<file path="src/hdl/clipped_colour_key_blitter_unit_defines.svh">
// ---------------------------------------------------------------------------
// Clipped colour-key blitter: assertion macros
// Shared property forms on clk with the asynchronous reset masking them.
// ---------------------------------------------------------------------------
`ifndef CLIPPED_COLOUR_KEY_BLITTER_UNIT_DEFINES_SVH
`define CLIPPED_COLOUR_KEY_BLITTER_UNIT_DEFINES_SVH

// Consequent holds in the same cycle as the antecedent.
`define CKB_ASSERT_NOW(label, ante, cons, msg) \
label: assert property (@(posedge clk) disable iff (!arst_n) (ante) |-> (cons)) \
	else $error(msg);

// Consequent holds in the cycle after the antecedent.
`define CKB_ASSERT_NEXT(label, ante, cons, msg) \
label: assert property (@(posedge clk) disable iff (!arst_n) (ante) |=> (cons)) \
	else $error(msg);

`endif

</file>
<file path="src/hdl/ckb_pkg.sv">
// ---------------------------------------------------------------------------
// Clipped colour-key blitter: package
// Sizes, command and register codes, controller interface structs.
// ---------------------------------------------------------------------------
package ckb_pkg;

	localparam int MAX_WIDTH   = 256;
	localparam int MAX_HEIGHT  = 256;
	localparam int COORD_W     = 8;
	localparam int DIM_W       = 9;
	localparam int COLOUR_W    = 8;
	localparam int OFFSET_W    = 10;
	localparam int COUNT_W     = 17;
	localparam int CMD_W       = 2;
	localparam int CFG_INDEX_W = 3;
	localparam int CFG_DATA_W  = 9;
	localparam int CALC_W      = 12;
	localparam int STORE_DEPTH = MAX_WIDTH * MAX_HEIGHT;
	localparam int ADDR_W      = $clog2(STORE_DEPTH);
	localparam int IN_DATA_W   = 80;
	localparam int OUT_DATA_W  = 32;

	localparam logic [CMD_W-1:0] CMD_LOAD_SRC = 2'd0;
	localparam logic [CMD_W-1:0] CMD_LOAD_DST = 2'd1;
	localparam logic [CMD_W-1:0] CMD_READ_DST = 2'd2;
	localparam logic [CMD_W-1:0] CMD_BLIT     = 2'd3;

	localparam logic [CFG_INDEX_W-1:0] REG_SOURCE_WIDTH    = 3'd0;
	localparam logic [CFG_INDEX_W-1:0] REG_SOURCE_HEIGHT   = 3'd1;
	localparam logic [CFG_INDEX_W-1:0] REG_TARGET_WIDTH    = 3'd2;
	localparam logic [CFG_INDEX_W-1:0] REG_TARGET_HEIGHT   = 3'd3;
	localparam logic [CFG_INDEX_W-1:0] REG_TRANSPARENT_KEY = 3'd4;

	// controller to datapath
	typedef struct packed {
		logic capture;   // item accepted this cycle
		logic setup;     // register clip bounds, clear count
		logic walk;      // issue one pixel and advance
		logic out_load;  // load the output register
	} ckb_cmd_t;

	// datapath to controller
	typedef struct packed {
		logic nonempty;  // clipped rectangle covers at least one pixel
		logic walk_last; // current pixel is the last one
	} ckb_status_t;

	function automatic logic [DIM_W-1:0] clamp_dim(input logic [DIM_W-1:0] v,
			input logic [DIM_W-1:0] lim);
		return (v > lim) ? lim : v;
	endfunction

	function automatic logic [ADDR_W-1:0] pix_addr(input logic [COORD_W-1:0] x,
			input logic [COORD_W-1:0] y);
		return {y, x};
	endfunction

endpackage

</file>
<file path="src/hdl/ckb_controller.sv">
// ---------------------------------------------------------------------------
// Clipped colour-key blitter: controller
// Sequences each item: loads finish at acceptance, reads pass a store read
// state, blits set up bounds, walk the pixels, drain and load the result.
// ---------------------------------------------------------------------------
`include "clipped_colour_key_blitter_unit_defines.svh"

module ckb_controller (
	input  logic                       clk,
	input  logic                       arst_n,
	input  logic                       s_tvalid,
	output logic                       s_tready,
	input  logic [ckb_pkg::CMD_W-1:0]  s_tuser,
	output logic                       m_tvalid,
	input  logic                       m_tready,
	input  ckb_pkg::ckb_status_t       status,
	output ckb_pkg::ckb_cmd_t          cmd
);
	import ckb_pkg::*;

	typedef enum logic [5:0] {
		ST_IDLE  = 6'b000001,
		ST_READ  = 6'b000010,
		ST_SETUP = 6'b000100,
		ST_WALK  = 6'b001000,
		ST_DRAIN = 6'b010000,
		ST_DONE  = 6'b100000
	} state_t;

	state_t state_q, state_d;
	logic   m_tvalid_q;
	logic   accept;
	logic   is_load;

	assign s_tready = (state_q == ST_IDLE) && (!m_tvalid_q || m_tready);
	assign accept   = s_tvalid && s_tready;
	assign is_load  = (s_tuser == CMD_LOAD_SRC) || (s_tuser == CMD_LOAD_DST);

	assign cmd.capture  = accept;
	assign cmd.setup    = (state_q == ST_SETUP);
	assign cmd.walk     = (state_q == ST_WALK);
	assign cmd.out_load = (accept && is_load) || (state_q == ST_READ)
		|| (state_q == ST_DONE);

	always_comb begin
		state_d = state_q;
		unique case (state_q)
			ST_IDLE: begin
				if (accept) begin
					unique case (s_tuser)
						CMD_READ_DST: state_d = ST_READ;
						CMD_BLIT:     state_d = ST_SETUP;
						default:      state_d = ST_IDLE;
					endcase
				end
			end
			ST_READ:  state_d = ST_IDLE;
			ST_SETUP: state_d = status.nonempty ? ST_WALK : ST_DRAIN;
			ST_WALK:  state_d = status.walk_last ? ST_DRAIN : ST_WALK;
			ST_DRAIN: state_d = ST_DONE;
			ST_DONE:  state_d = ST_IDLE;
			default:  state_d = ST_IDLE;
		endcase
	end

	always_ff @(posedge clk or negedge arst_n) begin
		if (!arst_n) begin
			state_q    <= ST_IDLE;
			m_tvalid_q <= 1'b0;
		end else begin
			state_q <= state_d;
			if (cmd.out_load) begin
				m_tvalid_q <= 1'b1;
			end else if (m_tready) begin
				m_tvalid_q <= 1'b0;
			end
		end
	end

	assign m_tvalid = m_tvalid_q;

	`CKB_ASSERT_NOW(a_no_result_overwrite, cmd.out_load, !m_tvalid_q || m_tready, "result lost")
	`CKB_ASSERT_NEXT(a_blit_enters_setup, accept && s_tuser == CMD_BLIT, state_q == ST_SETUP, "blit skipped setup")
	`CKB_ASSERT_NEXT(a_drain_then_done, state_q == ST_DRAIN, state_q == ST_DONE && !s_tready, "drain did not finish")

endmodule

</file>
<file path="config.mk">
export PLATFORM = sky130hd
export DESIGN_NAME = ckb_controller
export DESIGN_NICKNAME = d
export VERILOG_FILES = /design/src/hdl/ckb_pkg.sv /design/src/hdl/ckb_controller.sv
export VERILOG_INCLUDE_DIRS = /design/src /design/src/hdl
export SDC_FILE = /design/constraint.sdc
export NUM_CORES = 1
export LEC_CHECK = 0
export BUFFER_PORTS_ARGS = -buffer_cell sky130_fd_sc_hd__clkbuf_2
export CELL_PAD_IN_SITES_DETAIL_PLACEMENT = 0
export CELL_PAD_IN_SITES_GLOBAL_PLACEMENT = 1
export CORE_MARGIN = 3
export CORE_UTILIZATION = 30
export CTS_BUF_LIST = sky130_fd_sc_hd__clkbuf_8 sky130_fd_sc_hd__clkbuf_16
export DETAILED_ROUTE_END_ITERATION = 12
export PLACE_DENSITY_LB_ADDON = 0.1
export SLEW_MARGIN = 40
export SYNTH_ARGS = -nofsm -noshare
export SYNTH_HDL_FRONTEND = slang
export SYNTH_SLANG_ARGS = --single-unit
</file>
<file path="constraint.sdc">
create_clock -name clk -period 1.5 [get_ports clk]
set_clock_uncertainty 0.2 [all_clocks]
set_input_delay 0.225 -clock clk [delete_from_list [all_inputs] [get_ports clk]]
set_output_delay 0.225 -clock clk [all_outputs]
set_load 0.02 [all_outputs]
</file>
=== Word level (Yosys, flattened, before mapping) ===
Index checks and enable logic that the tools add are counted.

* Eq/ne operators: 10
* Mux-type cells: 7
* Reduce and logical (&&, ||, !) cells: 10

{| class="wikitable"
|+ Operators with widths
! operator !! count
|-
| case mux 6 bit (4 select lines) || 1
|-
| 2-to-1 mux 5 bit || 2
|-
| equality test 6 x 1 -> 1 bit (second input constant) || 1
|-
| equality test 6 x 2 -> 1 bit (second input constant) || 1
|-
| equality test 6 x 3 -> 1 bit (second input constant) || 1
|-
| equality test 6 x 4 -> 1 bit (second input constant) || 1
|-
| equality test 6 x 5 -> 1 bit (second input constant) || 1
|-
| equality test 6 bit (second input constant) || 1
|-
| 2-to-1 mux 6 bit || 1
|-
| case mux 3 bit (2 select lines) || 1
|-
| equality test 2 bit (second input constant) || 2
|-
| logical OR 1 bit || 4
|-
| logical AND 1 bit || 3
|-
| equality test 2 x 1 -> 1 bit (second input constant) || 1
|-
| zero test 2 bit || 1
|-
| 2-to-1 mux 1 bit || 2
|-
| != test 2 bit (second input constant) || 1
|-
| nonzero test 2 bit || 1
|-
| zero test 1 bit || 1
|}

* Output and inout port bits: 6
* Word-level logic and storage cells: 29
* Register bits after elaboration: 7
* Input port bits: 8

=== Logic depth before layout (Yosys ltp) ===
* Word-level depth: 8
* Gate-level depth with buffers: 5
* Mapped depth without buffers: 3

=== Least setup slack after synthesis ===
Ideal clock, no wire load.

* Path type: register -> output
* Start point: reg state_q[5]
* End point: out cmd[1] (netlist name)
* Path slack: -182 ps
* Buffers on the path: 0
* Arrival: 1257 ps
* Stages on the path, launching flop included: 4
* Required time: 1075 ps
* Path through: dfrtp_1 > nor3_1 > nand2b_1 > nor3_1

{| class="wikitable"
|+ RTL lines
! item !! line !! source
|-
| start: declaration || ckb_controller.sv:30 || <nowiki>state_t state_q, state_d;</nowiki>
|-
| start signal: assignment || ckb_controller.sv:71 || <nowiki>state_q <= state_d;</nowiki>
|-
| end: declaration || ckb_controller.sv:17 || <nowiki>output ckb_pkg::ckb_cmd_t cmd</nowiki>
|}

==> out/metrics.yaml <==
status:
  status: "finished with violations"
  violations: "setup timing"
route:
  drtIter0Drc: 6
  viasPerCell: 5.023
  routed_wl_um: 1263
  vias: 432
  drc: 0
  post_drt_wl_per_cell_um: 14.69
  drtAntennaViolNets: 0
  first_pass_iters: 4
cts:
  tritoncts: "built"
  cts_buffers: 3
  clockBufferDepth: 2
  htree_num_levels: 1
  clock_latency_ns: 0.22
  clk_pin_slew_ns: 0.04
  clk_root_buffer_cell: "clkbuf_8"
  cts_sinks: 7
die:
  dieHeight_um: 43.27
  core.rowCount: 12
  core-area_um2: 1201
  start_util_pct: 34.69
  dieArea_um2: 1872
  die_x_um: 43.27
  pin_count: 14
final_layout:
  fillers: 96
  n_antenna_cell: 0
  seqCellArea_um2: 177.7
  mostFrequentLayoutCell: "buf_4"
  nets: 81
  layout_common_cells: "9 x buf_4, 8 x clkbuf_2, 5 x clkbuf_8, 5 x dfrtp_1"
  finalNonFillerCells: 86
  layout-drive-gt1-share_pct: 56.94
  fin_area_um2: 762.0
  area_growth_pct: 82.88
  multi_input_area_um2: 287.8
  final_core_util_pct: 63.44
worst_setup_path:
  crit_chain: "buf_6 -> nor2_4 -> nand2_4 -> o31ai_4 -> clkbuf_8"
  end_kind: "output port"
  worst-r2r-cell-count: 4
  cp-start-kind: "register"
  path_class: "reg -> out"
  cp_data_arrival_time_ns: 1.40
  cp-startpoint: "state_q[1]"
  r2r_end: "state_q[2]"
  crit_family: "flip-flops"
  cp.required_ns: 1.07
  cp_slowest_stage_delay_ns: 0.40
  r2r_slack_ns: 0.07
  reg2reg_from: "state_q[4]"
  critPathSlowestCell: "dfrtp_1"
  crit_buf_inv: 2
  cp_max_fo: 3
sta:
  setup_viol: 5
  hold_violations: 0
  max_freq_mhz: 548.5
  worst_slack_ns: -0.3233
  final_max_slew_viol_count: 0
  finalCriticalPeriod_ns: 1.823
  slew_headroom_pct: 83.97
  finalCritPeriodShare_pct: 121.6
  tightest_slew_ns: 0.2400
  rsz0062_at_grt: "yes"
place:
  numPortBuffers: 13
  pre_cts_ws_ns: -0.1255
  dpl.hpwl_um: 821.8
  placed_cell_area_um2: 569.3
  placed_cells: 76
  routabilityCongestion: 0.7185
global_route:
  overflow: 0
  grt_first_pass_wirelength_um: 1849
  first_global_vias: 426
  gr-usage-all-layers_pct: 13.78
  grt_max_degree: 8
  antenna_found_initial: 0
power:
  power.total_mw: 0.6644
  p_leak_nw: 0.3520
  vdd_drop_max_mv: 0.5907
  power_density_nw_per_um2: 871.9
synth:
  yosys.cell_types.count: 22
  ys_ff_latch: 7
  syn-instance-count: 43
  ys_seq_area_share_pct: 42.34
  syn-cell-area_um2: 416.7
  syn_avg_cell_area_um2: 9.690
  syn_nets: 51
  yosysWarnings: 0
hold_path:
  min_path_type: "in -> reg"
  hold_start: "status[1]"
  hold_depth: 3
  min_to: "state_q[3]"
run:
  cap_violations: 0
[sequential cells by signal, summed over array words and instances (netlist names)]
register / cells
m_tvalid: 1
state_q: 6
[worst register-to-register path, stage by stage (launching register included)]
cell and delay, ns:
dfrtp_1 0.40, nor3_4 0.26, nand3_4 0.12, buf_4 0.17, nor3_2 0.18
[cell type report]
cell class              count  share of cell area [%]
flip-flops and latches      7                   23.32
multi-input cells          31                   37.77
well taps                  14                   2.299
inverters                   3                   1.478
clock inverters             1                  0.4926
repair buffers             27                   29.23
clock buffers               3                   5.419
[cells by family after synthesis]
family	after synthesis	synth area share, %
AOI/OAI and AO/OA	7	12.61
xor gates and xnor gates	2	4.205
buffers and inverters	5	7.207
DFF	7	42.34
and+or+nand+nor	22	33.63
[Yosys cell counts]
master	instances	area, um^2
or3_1	1	6.260
a31oi_1	2	12.51
o21ai_0	1	5.000
o21a_1	1	7.510
inv_1	3	11.26
dfstp_2	1	26.28
nor3_4	1	16.27
nor2_1	5	18.77
o31ai_2	1	12.51
nor3_1	5	25.02
nand3b_1	1	7.510
buf_6	1	11.26
nand3_1	1	5.000
xor2_1	2	17.52
nand3_4	1	17.52
nor3b_1	2	15.01
nand2b_1	2	12.51
dfrtp_1	6	150.1
nand2_1	2	7.510
o211ai_1	2	15.01
buf_4	1	7.510
and4_1	1	8.760
[through the flow]
step / TNS, ns / hold slack (ns)
2_1_floorplan: -0.1495 / -0.2706
3_3_place_gp: -0.2602 / -0.1318
3_5_place_dp: -0.3837 / -0.1275
4_1_cts: -1.161 / 0.08368
5_1_grt: -1.455 / 0.1618
6_report: -1.151 / 0.1339
[per-layer routing]
metal | up-vias | global-route usage, % | share of wire, %
met3 | 0 | 3.814 | 4.0
met4 | 0 | 5.422 | 0
met1 | 212 | 14.87 | 39
li1 | 209 | - | -
met5 | - | 0 | 0
met2 | 11 | 24.78 | 57
[where the power goes]
group / internal (mW) / switching, mW
logic: 0.0967 / 0.0970
clock network: 0.177 / 0.0806
registers: 0.202 / 0.0115
[worst max-delay path by stage]
stage	end	slack (ns)	cells after the start
6_report	cmd[0]	-0.32	5
5_1_grt	cmd[0]	-0.38	5
4_1_cts	cmd[0]	-0.31	4
3_5_place_dp	cmd[0]	-0.13	4
3_3_place_gp	cmd[1]	-0.09	4
2_1_floorplan	cmd[0]	-0.09	4
[timing repair]
action                     CTS  global route
hold buffers                 2             0
hold endpoints to repair     8             0
setup buffers                3             1
pin swaps                    4             2
gates resized for setup     19             6
setup endpoints to repair    5             6
Note: power is estimated with default switching activity, not from simulation.
